$ cat config.mk
export PLATFORM = sky130hd
export DESIGN_NAME = protobuf_wire_stream_parser
export DESIGN_NICKNAME = d
export VERILOG_FILES = /design/src/sv/pwsp_pkg.sv /design/src/sv/pwsp_decode.sv /design/src/sv/pwsp_queue.sv /design/src/sv/protobuf_wire_stream_parser.sv
export SDC_FILE = /design/constraint.sdc
export NUM_CORES = 1
export LEC_CHECK = 0
export BUFFER_PORTS_ARGS = -buffer_cell sky130_fd_sc_hd__buf_4
export CORE_ASPECT_RATIO = 1.2
export CORE_MARGIN = 3
export CORE_UTILIZATION = 44
export DETAILED_ROUTE_END_ITERATION = 10
export SLEW_MARGIN = 20
export SYNTH_ARGS = -nofsm -noshare
export SYNTH_HDL_FRONTEND = slang
export SYNTH_SLANG_ARGS = --single-unit
$ cat constraint.sdc
create_clock -name clk -period 12.5 [get_ports clk]
set_input_delay 2.5 -clock clk [delete_from_list [all_inputs] [get_ports clk]]
set_output_delay 2.5 -clock clk [all_outputs]
set_load 0.005 [all_outputs]
$ cat src/sv/pwsp_pkg.sv
`timescale 1ns / 1ps

package pwsp_pkg;

	// Widths of the result fields
	localparam int KIND_W   = 4;
	localparam int ID_W     = 29;
	localparam int VALUE_W  = 64;
	localparam int CNT_W    = 4;

	// Default limit on varint length in bytes
	localparam int MAX_VARINT_BYTES_DEF = 10;

	// Result queue geometry
	localparam int QDEPTH = 4;
	localparam int QPTR_W = 2;
	localparam int QCNT_W = 3;

	// Packed stream widths
	localparam int IN_TDATA_W  = 8;
	localparam int OUT_TDATA_W = 96;
	localparam int OUT_TUSER_W = 5;

	// Parser phase
	typedef enum logic [2:0] {
		PH_TAG     = 3'd0,
		PH_VARINT  = 3'd1,
		PH_FIXED   = 3'd2,
		PH_LENHDR  = 3'd3,
		PH_PAYLOAD = 3'd4
	} phase_t;

	// Wire types of the tag
	localparam logic [2:0] WT_VINT   = 3'd0;
	localparam logic [2:0] WT_FIX64  = 3'd1;
	localparam logic [2:0] WT_LEN    = 3'd2;
	localparam logic [2:0] WT_FIX32  = 3'd5;

	// Result kinds
	typedef enum logic [KIND_W-1:0] {
		K_VARINT   = 4'd0,
		K_FIX64    = 4'd1,
		K_LENHDR   = 4'd2,
		K_PAYLOAD  = 4'd3,
		K_FIX32    = 4'd4,
		K_MSG_OK   = 4'd5,
		K_BAD_WIRE = 4'd6,
		K_TRUNC    = 4'd7,
		K_OVERLONG = 4'd8
	} kind_t;

	typedef struct packed {
		kind_t               kind;
		logic [ID_W-1:0]     field_id;
		logic [VALUE_W-1:0]  field_value;
		logic                payload_end;
		logic                message_end;
	} pwsp_result_t;

	// Push strobes from the decoder to the result queue
	typedef struct packed {
		logic vld0;
		logic vld1;
	} pwsp_push_t;

	function automatic pwsp_result_t make_result(kind_t k, logic [ID_W-1:0] id,
			logic [VALUE_W-1:0] v, logic pe, logic me);
		pwsp_result_t r;
		r.kind        = k;
		r.field_id    = id;
		r.field_value = v;
		r.payload_end = pe;
		r.message_end = me;
		return r;
	endfunction

endpackage

$ cat src/sv/pwsp_decode.sv
`timescale 1ns / 1ps

module pwsp_decode import pwsp_pkg::*; #(
	parameter int MAX_VARINT_BYTES = MAX_VARINT_BYTES_DEF
) (
	input  logic         clk,
	input  logic         arst_n,
	input  logic         take,
	input  logic [7:0]   in_byte,
	input  logic         final_byte,
	output pwsp_push_t   push,
	output pwsp_result_t res0,
	output pwsp_result_t res1
);

	localparam logic [CNT_W-1:0] LAST_CNT = CNT_W'(MAX_VARINT_BYTES - 1);

	phase_t              phase_q,   phase_n;
	logic [2:0]          wire_q,    wire_n;
	logic [ID_W-1:0]     tag_q,     tag_n;
	logic [VALUE_W-1:0]  acc_q,     acc_n;
	logic [CNT_W-1:0]    cnt_q,     cnt_n;
	logic [VALUE_W-1:0]  left_q,    left_n;
	logic                skip_q,    skip_n;

	logic                more;
	logic                err;
	logic [6:0]          shamt7;
	logic [6:0]          shamt8;
	logic [VALUE_W-1:0]  vacc;
	logic [CNT_W-1:0]    cnt_inc;
	logic [CNT_W-1:0]    need;

	// Per-byte decode: next state and up to two results
	always_comb begin
		phase_n = phase_q;
		wire_n  = wire_q;
		tag_n   = tag_q;
		acc_n   = acc_q;
		cnt_n   = cnt_q;
		left_n  = left_q;
		skip_n  = skip_q;
		push    = '0;
		res0    = '0;
		res1    = '0;
		err     = 1'b0;
		more    = in_byte[7];
		shamt7  = 7'({3'b000, cnt_q} * 7'd7);
		shamt8  = {cnt_q, 3'b000};
		cnt_inc = cnt_q + CNT_W'(1);
		need    = (wire_q == WT_FIX64) ? CNT_W'(8) : CNT_W'(4);
		vacc    = acc_q | (VALUE_W'(in_byte[6:0]) << shamt7);

		if (skip_q) begin
			// drop bytes up to the end of the message
			if (final_byte) begin
				phase_n = PH_TAG;
				wire_n  = '0;
				tag_n   = '0;
				acc_n   = '0;
				cnt_n   = '0;
				left_n  = '0;
				skip_n  = 1'b0;
			end
		end else begin
			case (phase_q)
				PH_FIXED: begin
					acc_n = acc_q | (VALUE_W'(in_byte) << shamt8);
					cnt_n = cnt_inc;
					if (cnt_inc >= need) begin
						push.vld0 = 1'b1;
						res0 = make_result((wire_q == WT_FIX64) ? K_FIX64 : K_FIX32,
							tag_q, acc_n, 1'b0, 1'b0);
						acc_n   = '0;
						cnt_n   = '0;
						phase_n = PH_TAG;
					end
				end
				PH_PAYLOAD: begin
					push.vld0 = 1'b1;
					res0 = make_result(K_PAYLOAD, tag_q, VALUE_W'(in_byte),
						left_q == VALUE_W'(1), 1'b0);
					if (left_q != '0)
						left_n = left_q - VALUE_W'(1);
					if (left_n == '0)
						phase_n = PH_TAG;
				end
				default: begin
					// varint byte of a tag, a value or a length
					if (more && cnt_q >= LAST_CNT) begin
						push.vld0 = 1'b1;
						res0 = make_result(K_OVERLONG,
							(phase_q == PH_TAG) ? '0 : tag_q, '0, 1'b0, 1'b1);
						err = 1'b1;
					end else begin
						acc_n = vacc;
						cnt_n = cnt_inc;
						if (!more) begin
							acc_n = '0;
							cnt_n = '0;
							case (phase_q)
								PH_VARINT: begin
									push.vld0 = 1'b1;
									res0 = make_result(K_VARINT, tag_q, vacc, 1'b0, 1'b0);
									phase_n = PH_TAG;
								end
								PH_LENHDR: begin
									push.vld0 = 1'b1;
									res0 = make_result(K_LENHDR, tag_q, vacc, 1'b0, 1'b0);
									if (vacc == '0) begin
										phase_n = PH_TAG;
									end else begin
										left_n  = vacc;
										phase_n = PH_PAYLOAD;
									end
								end
								default: begin
									wire_n = vacc[2:0];
									tag_n  = vacc[ID_W+2:3];
									case (vacc[2:0])
										WT_VINT:   phase_n = PH_VARINT;
										WT_FIX64:  phase_n = PH_FIXED;
										WT_FIX32:  phase_n = PH_FIXED;
										WT_LEN:    phase_n = PH_LENHDR;
										default: begin
											push.vld0 = 1'b1;
											res0 = make_result(K_BAD_WIRE, vacc[ID_W+2:3], '0,
												1'b0, 1'b1);
											err = 1'b1;
										end
									endcase
								end
							endcase
						end
					end
				end
			endcase

			if (err) begin
				// abandon the message, skip the rest unless it ends here
				phase_n = PH_TAG;
				wire_n  = '0;
				tag_n   = '0;
				acc_n   = '0;
				cnt_n   = '0;
				left_n  = '0;
				skip_n  = !final_byte;
			end else if (final_byte) begin
				// close the message: ok, or truncated inside a field
				if (push.vld0)
					push.vld1 = 1'b1;
				else
					push.vld0 = 1'b1;
				if (phase_n == PH_TAG && cnt_n == '0) begin
					if (push.vld1)
						res1 = make_result(K_MSG_OK, '0, '0, 1'b0, 1'b1);
					else
						res0 = make_result(K_MSG_OK, '0, '0, 1'b0, 1'b1);
				end else begin
					if (push.vld1)
						res1 = make_result(K_TRUNC, (phase_n == PH_TAG) ? '0 : tag_n,
							'0, 1'b0, 1'b1);
					else
						res0 = make_result(K_TRUNC, (phase_n == PH_TAG) ? '0 : tag_n,
							'0, 1'b0, 1'b1);
				end
				phase_n = PH_TAG;
				wire_n  = '0;
				tag_n   = '0;
				acc_n   = '0;
				cnt_n   = '0;
				left_n  = '0;
				skip_n  = 1'b0;
			end
		end

		if (!take)
			push = '0;
	end

	// Advance parser state on each accepted byte
	always_ff @(posedge clk or negedge arst_n) begin
		if (!arst_n) begin
			phase_q <= PH_TAG;
			wire_q  <= '0;
			tag_q   <= '0;
			acc_q   <= '0;
			cnt_q   <= '0;
			left_q  <= '0;
			skip_q  <= 1'b0;
		end else if (take) begin
			phase_q <= phase_n;
			wire_q  <= wire_n;
			tag_q   <= tag_n;
			acc_q   <= acc_n;
			cnt_q   <= cnt_n;
			left_q  <= left_n;
			skip_q  <= skip_n;
		end
	end

`ifndef SYNTH
	a_second_needs_first: assert property (@(posedge clk) disable iff (!arst_n)
		push.vld1 |-> push.vld0)
		else $error("second result pushed without first");

	a_skip_at_tag: assert property (@(posedge clk) disable iff (!arst_n)
		skip_q |-> (phase_q == PH_TAG && cnt_q == '0))
		else $error("skipping with a field in progress");

	a_err_then_skip: assert property (@(posedge clk) disable iff (!arst_n)
		(take && !skip_q && push.vld0 && !final_byte &&
		(res0.kind == K_OVERLONG || res0.kind == K_BAD_WIRE)) |=> skip_q)
		else $error("error result did not start skipping");
`endif

endmodule

$ cat src/sv/pwsp_queue.sv
`timescale 1ns / 1ps

module pwsp_queue import pwsp_pkg::*; (
	input  logic         clk,
	input  logic         arst_n,
	input  pwsp_push_t   push,
	input  pwsp_result_t res0,
	input  pwsp_result_t res1,
	output logic         room,
	output logic         out_valid,
	input  logic         out_ready,
	output pwsp_result_t out_res
);

	pwsp_result_t        mem_q [QDEPTH];
	logic [QPTR_W-1:0]   wr_q;
	logic [QPTR_W-1:0]   rd_q;
	logic [QCNT_W-1:0]   cnt_q;
	logic [QCNT_W-1:0]   n_push;
	logic                pop;
	logic [QPTR_W-1:0]   wr_idx0;
	logic [QPTR_W-1:0]   wr_idx1;

	assign n_push    = QCNT_W'(push.vld0) + QCNT_W'(push.vld1);
	assign out_valid = (cnt_q != '0);
	assign pop       = out_valid && out_ready;
	assign out_res   = mem_q[rd_q];
	// keep space for the two results one byte may produce
	assign room      = (cnt_q <= QCNT_W'(QDEPTH - 2));
	assign wr_idx0   = wr_q;
	assign wr_idx1   = wr_q + QPTR_W'(1);

	// Store pushed results
	always_ff @(posedge clk) begin
		if (push.vld0)
			mem_q[wr_idx0] <= res0;
		if (push.vld1)
			mem_q[wr_idx1] <= res1;
	end

	// Advance pointers and fill count
	always_ff @(posedge clk or negedge arst_n) begin
		if (!arst_n) begin
			wr_q  <= '0;
			rd_q  <= '0;
			cnt_q <= '0;
		end else begin
			wr_q  <= wr_q + QPTR_W'(n_push);
			if (pop)
				rd_q <= rd_q + QPTR_W'(1);
			cnt_q <= cnt_q + n_push - QCNT_W'(pop);
		end
	end

`ifndef SYNTH
	a_no_overflow: assert property (@(posedge clk) disable iff (!arst_n)
		cnt_q <= QCNT_W'(QDEPTH))
		else $error("result queue overflow");

	a_push_needs_room: assert property (@(posedge clk) disable iff (!arst_n)
		(push.vld0 || push.vld1) |-> $past(room) || (cnt_q <= QCNT_W'(QDEPTH - 2)))
		else $error("push while result queue lacks room");

	a_count_tracks: assert property (@(posedge clk) disable iff (!arst_n)
		(!push.vld0 && !push.vld1 && !pop) |=> $stable(cnt_q))
		else $error("queue count moved without a request");
`endif

endmodule

$ cat src/sv/protobuf_wire_stream_parser.sv
`timescale 1ns / 1ps
// Results: a byte's results are written into the result queue when it is accepted and
// are offered on m_axis from there. Throughput: one byte per cycle while the queue has
// room; the four-entry result queue drains one result per cycle while m_axis_tready is
// high, so a byte that yields two results (a closing one on the final byte) outpaces the drain.
// Reset: arst_n clears parser state and the result queue; the block expects a tag.

module protobuf_wire_stream_parser import pwsp_pkg::*; #(
	parameter int MAX_VARINT_BYTES = MAX_VARINT_BYTES_DEF
) (
	input  logic                   clk,
	input  logic                   arst_n,
	input  logic                   s_axis_tvalid,
	output logic                   s_axis_tready,
	input  logic [IN_TDATA_W-1:0]  s_axis_tdata,   // [7:0] in_byte
	input  logic                   s_axis_tlast,   // final_byte
	output logic                   m_axis_tvalid,
	input  logic                   m_axis_tready,
	output logic [OUT_TDATA_W-1:0] m_axis_tdata,   // [28:0] field_id, [92:29] field_value
	output logic [OUT_TUSER_W-1:0] m_axis_tuser,   // [3:0] kind, [4] payload_end
	output logic                   m_axis_tlast    // message_end
);

	logic         take;
	logic         room;
	pwsp_push_t   push;
	pwsp_result_t res0;
	pwsp_result_t res1;
	pwsp_result_t out_res;

	assign s_axis_tready = room;
	assign take          = s_axis_tvalid && s_axis_tready;

	pwsp_decode #(
		.MAX_VARINT_BYTES(MAX_VARINT_BYTES)
	) u_decode (
		.clk        (clk),
		.arst_n     (arst_n),
		.take       (take),
		.in_byte    (s_axis_tdata[7:0]),
		.final_byte (s_axis_tlast),
		.push       (push),
		.res0       (res0),
		.res1       (res1)
	);

	pwsp_queue u_queue (
		.clk       (clk),
		.arst_n    (arst_n),
		.push      (push),
		.res0      (res0),
		.res1      (res1),
		.room      (room),
		.out_valid (m_axis_tvalid),
		.out_ready (m_axis_tready),
		.out_res   (out_res)
	);

	// Pack the result onto the master side
	assign m_axis_tdata = {3'b000, out_res.field_value, out_res.field_id};
	assign m_axis_tuser = {out_res.payload_end, out_res.kind};
	assign m_axis_tlast = out_res.message_end;

endmodule
==> impl_results.md, run 1 <==
- Bufs and invs on worst path: 3
- CTS Sinks: 571
- # DRC: 0
- Post-synthesis async set-or-reset flop share: a little over 30%
- Setup TNS: 0 ns
- Global route total overflow: 0
- Largest net degree at the start of global routing: ~120
- Mapped Cells: about 3200
- Max Cap Viol: 0
- Stages on worst setup path: 11
- Period utilization: around three fifths
- Drt total wl: ~110000 um
- Actual slew at the worst max-slew pin: 1.29 ns
- Setup WS post-layout: 5.18 ns
- Count of cell types in the netlist: between 90 and 100
- Initial antenna violation count: 2
- Final Max Slew Viols: 0
- CTS root buf: clkbuf_16
- Floorplan row count: between 100 and 150
- Final min period: 7.32 ns
- Post-route antenna net violation count: 0
- Worst-path cell chain: buf_4 -> nor3b_1 -> a21o_1 -> mux2i_1 -> nor2b_1 -> o31ai_4 -> a21boi_2 -> nand2_4 -> and2_1 -> inv_1 -> buf_4
- Clock Path Buffers: 3
- Reg-to-Reg End: u_queue.mem_q[0][78]
- Run status: complete, no violations
- Worst-path fanout max: 56
- Die Y: 290 um
- Via density per instance: around 6.6
- R2R Setup Slk: roughly 6.6 ns
- Worst-path cell with the longest stage delay: nor3b_1
- Routed vias: roughly 27000
- Most frequent cells in the layout: 397 x nand2_1, 397 x o21ai_0, 264 x dfxtp_1, 225 x nand3_1, 183 x buf_4
- Initial core utilization: between 40 and 50%
- Critical Path AT: 7.62 ns
- Hold_buf cts: 0
- Power per cell area: 225 mW/mm^2
- Most frequent CP cell: buf_4
- IO buf count: approximately 110
- Crit. End Element: flop
- Critical Path End: u_queue.mem_q[0][78]
- Die area: between 0.07 and 0.08 mm^2
- Pre-Repair DR Iteration Count: 8
- CTS resizes: 0
- WS Path Type: input pin to flop
- Wirelength per Cell: 26.6 um
- Fin Clk Skew: between 0.04 and 0.05 ns
- Startpoint class of the critical path: input pin
- Kind of cell adding the most delay to the critical path: simple AND/OR/NAND/NOR gates
- CTS Buf Count: between 50 and 60
- Leakage: between 10 and 15 nW
- Vias in the first global route: 25500
- CTS tree: done
- I/O Pins: roughly 120
- RSZ-0062 raised after global routing: false
- H-tree levels: 2
- Crit path largest cell delay: ~0.67 ns
- Place WS: between 4 and 5 ns
- Max Fclk: around 140 MHz
- Yosys warns: 0
- Gr usage total: approximately 30%
- Worst hold slack: 0.458 ns
- Core Region: about 0.066 mm^2
- Reg clk slew, reported paths: approximately 0.060 ns
- Final HPWL DP: between 70000 and 80000 um
- Cell Area, Synth: just under 0.03 mm^2
- Largest vdd supply drop: ~0.14 mV
- Synth-to-layout area growth: 11.6%
- R2r startpoint: u_decode.cnt_q[3]
- Post-route cell area: around 0.033 mm^2
- Critical Path Source: s_axis_tdata[0]
- Worst path required time: ~13 ns
- Setup-failing EPs final: 0
- Mean post-synth cell area: between 9 and 10 um^2
- Worst min path class: flop to flop
- Global-route wire length before repair: about 160000 um
- Setup bufs post-CTS: 0
- RePlAce Congestion: between 0.9 and 1
- Fraction of layout cells with a size suffix above 1: about 14%
- Fill cells: between 6000 and 7000
- Final hold violation count: 0
- Iteration-0 DRC Markers: about 3500
- Post-synthesis sequential area ratio: 46.1%
- FF-to-FF path depth: 10
- Top FF cell, synth: dfxtp_1
- Clk Latency, worst-skew pair: roughly 0.65 ns
- Die width: 243 um
- Post-synth EDFFs: 132
- Post-DP Area: slightly above 0.03 mm^2
- Yosys reg bits: roughly 570
- Max-Slew Margin vs Limit: 13.6%
- Nets@finish: around 3100
## flip-flops by register name (all words and copies together) (netlist names)
name              count
u_decode.acc_q       64
u_decode.cnt_q        4
u_decode.left_q      64
u_decode.phase_q      3
u_decode.skip_q       1
u_decode.tag_q       29
u_decode.wire_q       3
u_queue.cnt_q         3
u_queue.mem_q       396
u_queue.rd_q          2
u_queue.wr_idx0       2
## cell type report
type                            count  area, um^2  area share (%)
Tap cell                          892        1120            3.38
Antenna cell                        3        7.51          0.0227
Timing Repair Buffer              186        1410            4.26
Sequential cell                   571       13600            41.3
Multi-Input combinational cell   2273       14700            44.7
Clock buffer                       81        1680            5.09
Clock inverter                     29         302           0.914
Inverter                           32         120           0.364
## worst min path at each step
| stage | startpoint | to | slack, ns | depth (start not counted) |
|---|---|---|---|---|
| 2_1_floorplan | u_queue.mem_q[3][10] | u_queue.mem_q[3][10] | 0.42 | 2 |
| 3_3_place_gp | u_queue.mem_q[3][1] | u_queue.mem_q[3][1] | 0.43 | 2 |
| 3_5_place_dp | u_queue.mem_q[3][31] | u_queue.mem_q[3][31] | 0.44 | 2 |
| 4_1_cts | u_queue.mem_q[3][31] | u_queue.mem_q[3][31] | 0.46 | 2 |
| 5_1_grt | u_queue.mem_q[3][28] | u_queue.mem_q[3][28] | 0.48 | 2 |
| 6_report | u_queue.mem_q[3][48] | u_queue.mem_q[3][48] | 0.46 | 2 |
## synthesized netlist by cell type, drive strengths merged (5+ instances only)
master	count	area share [%]
o21ai	411	7.0
nand2	400	5.1
dfxtp	264	18
clkbuf	263	3.3
nand3	229	3.9
dfrtp	175	15
a21oi	148	2.5
edfxtp	132	13
o22ai	132	2.8
nor2	126	1.6
mux4	99	7.5
a22o	90	2.7
a31oi	73	1.5
or3	66	1.4
o32ai	50	1.6
buf	48	0.91
nor3	46	0.83
nor4	39	1.0
nand4	36	0.78
inv	32	0.41
o31ai	30	0.81
xnor2	29	0.86
a21o	25	0.63
and2	21	0.44
xor2	18	0.53
or4	15	0.39
o41ai	13	0.38
ha	12	0.51
nor3b	12	0.32
nor2b	11	0.23
or2	11	0.23
a22oi	10	0.25
a2111oi	9	0.29
o22a	8	0.24
a211oi	7	0.18
and3	7	0.15
nand2b	7	0.15
a32o	6	0.20
nor4b	6	0.22
a21boi	5	0.14
a41oi	5	0.15
o2111ai	5	0.15
o211ai	5	0.13
o32a	5	0.17
## where the power goes
| group | internal, mW | leakage [nW] | switching, mW |
|---|---|---|---|
| sequential | 2.04 | 5.78 | 0.188 |
| clock | 1.03 | 0.969 | 0.779 |
| combinational | 1.10 | 5.32 | 2.30 |
## kinds of logic (layout without fill, tap and decap cells)
| logic type | after synthesis | in the layout | share of synthesized area [%] |
|---|---|---|---|
| AO/OA/AOI/OAI | 1059 | 1059 | 22.4 |
| XOR/XNOR | 47 | 47 | 1.39 |
| adder cells (fa/ha/maj) | 13 | 13 | 0.575 |
| buffers and inverters | 343 | 328 | 4.66 |
| flip-flops | 571 | 571 | 46.1 |
| multiplexers | 102 | 102 | 7.64 |
| other | 1 | 6 | 0.0127 |
| AND/OR/NAND/NOR | 1049 | 1049 | 17.2 |
## layer usage
| layer | global-route usage (%) | wire length [um] | part of all wire, % |
|---|---|---|---|
| met4 | 14.8 | 6310 | 5.8 |
| met5 | 0 | 0 | 0 |
| met2 | 46.7 | 49300 | 46 |
| met3 | 5.20 | 9030 | 8.3 |
| met1 | 39.5 | 43700 | 40 |
## worst register-to-register path, cell delays in order (launching register included)
cell and delay, ns:
dfrtp_1 0.63, nor3b_1 0.75, a21o_1 0.33, mux2i_1 0.67, nor2b_1 0.34, o31ai_4 0.13
a21boi_2 0.64, nand2_4 0.59, and2_1 0.51, inv_1 0.59, buf_4 0.42
## through the flow
stage	power (mW)	cells	util (%)
2_1_floorplan	4.47	3187	-
3_3_place_gp	5.57	3954	46.8
3_5_place_dp	5.60	3954	46.8
4_1_cts	7.39	4064	49.8
5_1_grt	7.78	4064	49.8
6_report	7.44	4067	49.8
(Power assumes the default switching activity.)
==> run 2: changes to the inputs <==
==> constraint.sdc (replaced) <==
create_clock -name clk -period 7.3 [get_ports clk]
set_input_delay 1.46 -clock clk [delete_from_list [all_inputs] [get_ports clk]]
set_output_delay 1.46 -clock clk [all_outputs]
set_load 0.005 [all_outputs]
==> run 2 against run 1 <==
Against the previous run: worst setup slack worse by 3.5 ns; clock skew fell by 0.0026 ns; utilization rose by 0.20 points; global-route usage is 0.25 points higher; die area unchanged; count of clock-buffer cells in the layout down 1; sequential cell count did not move; register-to-register slack worse by 4.9 ns; first-iteration DRC count grew 1.9%; final area up 0.41%; sequential power increased by 71%; critical path depth unchanged; critical endpoint is now u_queue.mem_q[2][70]; highest routed layer is now met5.
==> impl_results.md, run 2 (synthesized netlist as in run 1, its figures left out) <==
- Run status: complete, no violations
- Drt total wl: ~110000 um
- Logic pwr share: 45.9%
- Largest Register: u_queue.mem_q
- Worst hold slack: ~0.45 ns
- Gr usage total: around 30%
- Critical Path End: u_queue.mem_q[2][70]
- Net Sw Frac: a little over two fifths
- Pint: just over 7 mW
- Die width: 243 um
- Reg clk slew, reported paths: around 0.060 ns
- R2R Setup Slk: 1.70 ns
- Max FFs per register: approximately 400
- Largest regs: u_queue.mem_q (396), u_decode.acc_q (64), u_decode.left_q (64)
- Critical Path Source: u_decode.left_q[19]
- Bufs and invs on worst path: 1
- CTS tree: done
- Post-DP Area: between 0.03 and 0.04 mm^2
- Global-route wire length before repair: 165000 um
- I/O Pins: 117
- CTS Sinks: 571
- Setup TNS: 0 ns
- Global route total overflow: 0
- Worst-path cell with the longest stage delay: or4_1
- Sequential share of power: between 20% and 30%
- Largest net degree at the start of global routing: 141
- Kind of cell adding the most delay to the critical path: simple AND/OR/NAND/NOR gates
- Clk Latency, worst-skew pair: roughly 0.64 ns
- Wirelength per Cell: 26.7 um
- Fin Clk Skew: between 0.04 and 0.05 ns
- Core Region: approximately 0.066 mm^2
- Synth-to-layout area growth: 12.0%
- Worst-path fanout max: between 60 and 70
- Actual slew at the worst max-slew pin: approximately 1.2 ns
- RePlAce Congestion: between 0.9 and 1
- Final min period: 5.60 ns
- Pre-Repair DR Iteration Count: 6
- RSZ-0062 raised after global routing: false
- Post-route antenna net violation count: 0
- Period utilization: ~77%
- Routed vias: approximately 27000
- Post-layout util: between 50% and 60%
- FF-to-FF path depth: 11
- Clock Path Buffers: 3
- Crit. End Element: flop
- Worst-path cell chain: nor4_2 -> nand2_1 -> or4_1 -> o21ai_0 -> nor4b_1 -> nor3b_1 -> nand4_1 -> a21oi_1 -> o21a_4 -> buf_12 -> o32ai_1
- Hold_buf cts: 0
- H-tree levels: 2
- Max-Slew Margin vs Limit: around 18%
- Critical Path AT: between 5 and 6 ns
- Clock power frac: around 25%
- CTS root buf: clkbuf_16
- Initial antenna violation count: 4
- Die Y: between 200 and 300 um
- Vias in the first global route: ~26000
- Initial core utilization: roughly 45%
- Final hold violation count: 0
- Final Max Slew Viols: 0
- Non-filler cells, final: approximately 4000
- Leakage: between 10 and 15 nW
- Dpl cells: around 4000
- CTS resizes: 0
- Floorplan row count: 103
- Reg-to-Reg End: u_queue.mem_q[2][70]
- Setup-failing EPs final: 0
- Max Fclk: 179 MHz
- Die area: around 0.070 mm^2
- Startpoint class of the critical path: flop
- # DRC: 0
- WS Path Type: flop to flop
- R2r startpoint: u_decode.left_q[19]
- Post-route cell area: between 0.03 and 0.04 mm^2
- Stages on worst setup path: 11
- Setup bufs post-CTS: 0
- Nets@finish: between 3000 and 4000
- Worst path required time: 7.62 ns
- CTS Buf Count: 57
- Largest vdd supply drop: 0.315 mV
- Max Cap Viol: 0
- Worst min path class: flop to flop
- Power per cell area: around 390 mW/mm^2
- Fraction of layout cells with a size suffix above 1: between 10% and 20%
- P_sw: 5.63 mW
- Final HPWL DP: ~71000 um
- IO buf count: about 110
- Via density per instance: around 6.7
- Crit path largest cell delay: roughly 0.90 ns
- Iteration-0 DRC Markers: roughly 3500
- Most frequent cells in the layout: 397 x nand2_1, 397 x o21ai_0, 264 x dfxtp_1, 224 x nand3_1, 186 x buf_4
-- run 2: cell types whose count changed in the layout (fill, tap and decap cells not counted), sizes merged --
cell,delta
buf,+6
bufinv,+3
diode,-2
clkinv,-5
clkbuf,-1
-- run 2: stage by stage --
step | total power, mW | setup slack [ns]
2_1_floorplan | 7.66 | 2.19
3_3_place_gp | 9.59 | 1.40
3_5_place_dp | 9.66 | 1.21
4_1_cts | 12.8 | 1.84
5_1_grt | 13.5 | 1.44
6_report | 12.9 | 1.70
-- run 2: tightest hold or removal path: stages (launching register included) --
cell and delay (ns):
dfxtp_1 0.32, nand2_1 0.04, o21ai_0 0.06
-- run 2: how the worst min path moves through the flow --
stage / startpoint / to / slack, ns / cells past startpoint
floorplan: u_queue.mem_q[3][10] / u_queue.mem_q[3][10] / 0.42 / 2
global placement: u_queue.mem_q[3][98] / u_queue.mem_q[3][98] / 0.43 / 2
detailed placement: u_queue.mem_q[3][50] / u_queue.mem_q[3][50] / 0.44 / 2
CTS: u_queue.mem_q[3][14] / u_queue.mem_q[3][14] / 0.45 / 2
global route: u_queue.mem_q[3][63] / u_queue.mem_q[3][63] / 0.48 / 2
finish: u_queue.mem_q[3][14] / u_queue.mem_q[3][14] / 0.45 / 2
-- run 2: metal layers --
layer | share of wire (%) | GRT usage, %
met4 | 5.6 | 14.4
met1 | 40 | 39.6
met5 | 0.022 | 0
met3 | 8.7 | 5.28
met2 | 46 | 47.6
-- run 2: layout make-up --
class,count,area [um^2]
Timing Repair Buffer,192,1510
Clock buffer,80,1660
Sequential cell,571,13600
Inverter,32,120
Tap cell,892,1120
Clock inverter,27,369
Fill cell,6135,33100
Antenna cell,1,2.50
Multi-Input combinational cell,2273,14700
-- run 2: power groups by stage --
stage               Sequential (mW)  Clock, mW  Combinational (mW)
floorplan                      3.67          0                3.99
detailed placement             3.87          0                5.80
global placement               3.85          0                5.74
CTS                            3.80       3.20                5.81
global route                   3.84       3.33                6.31
finish                         3.81       3.17                5.93
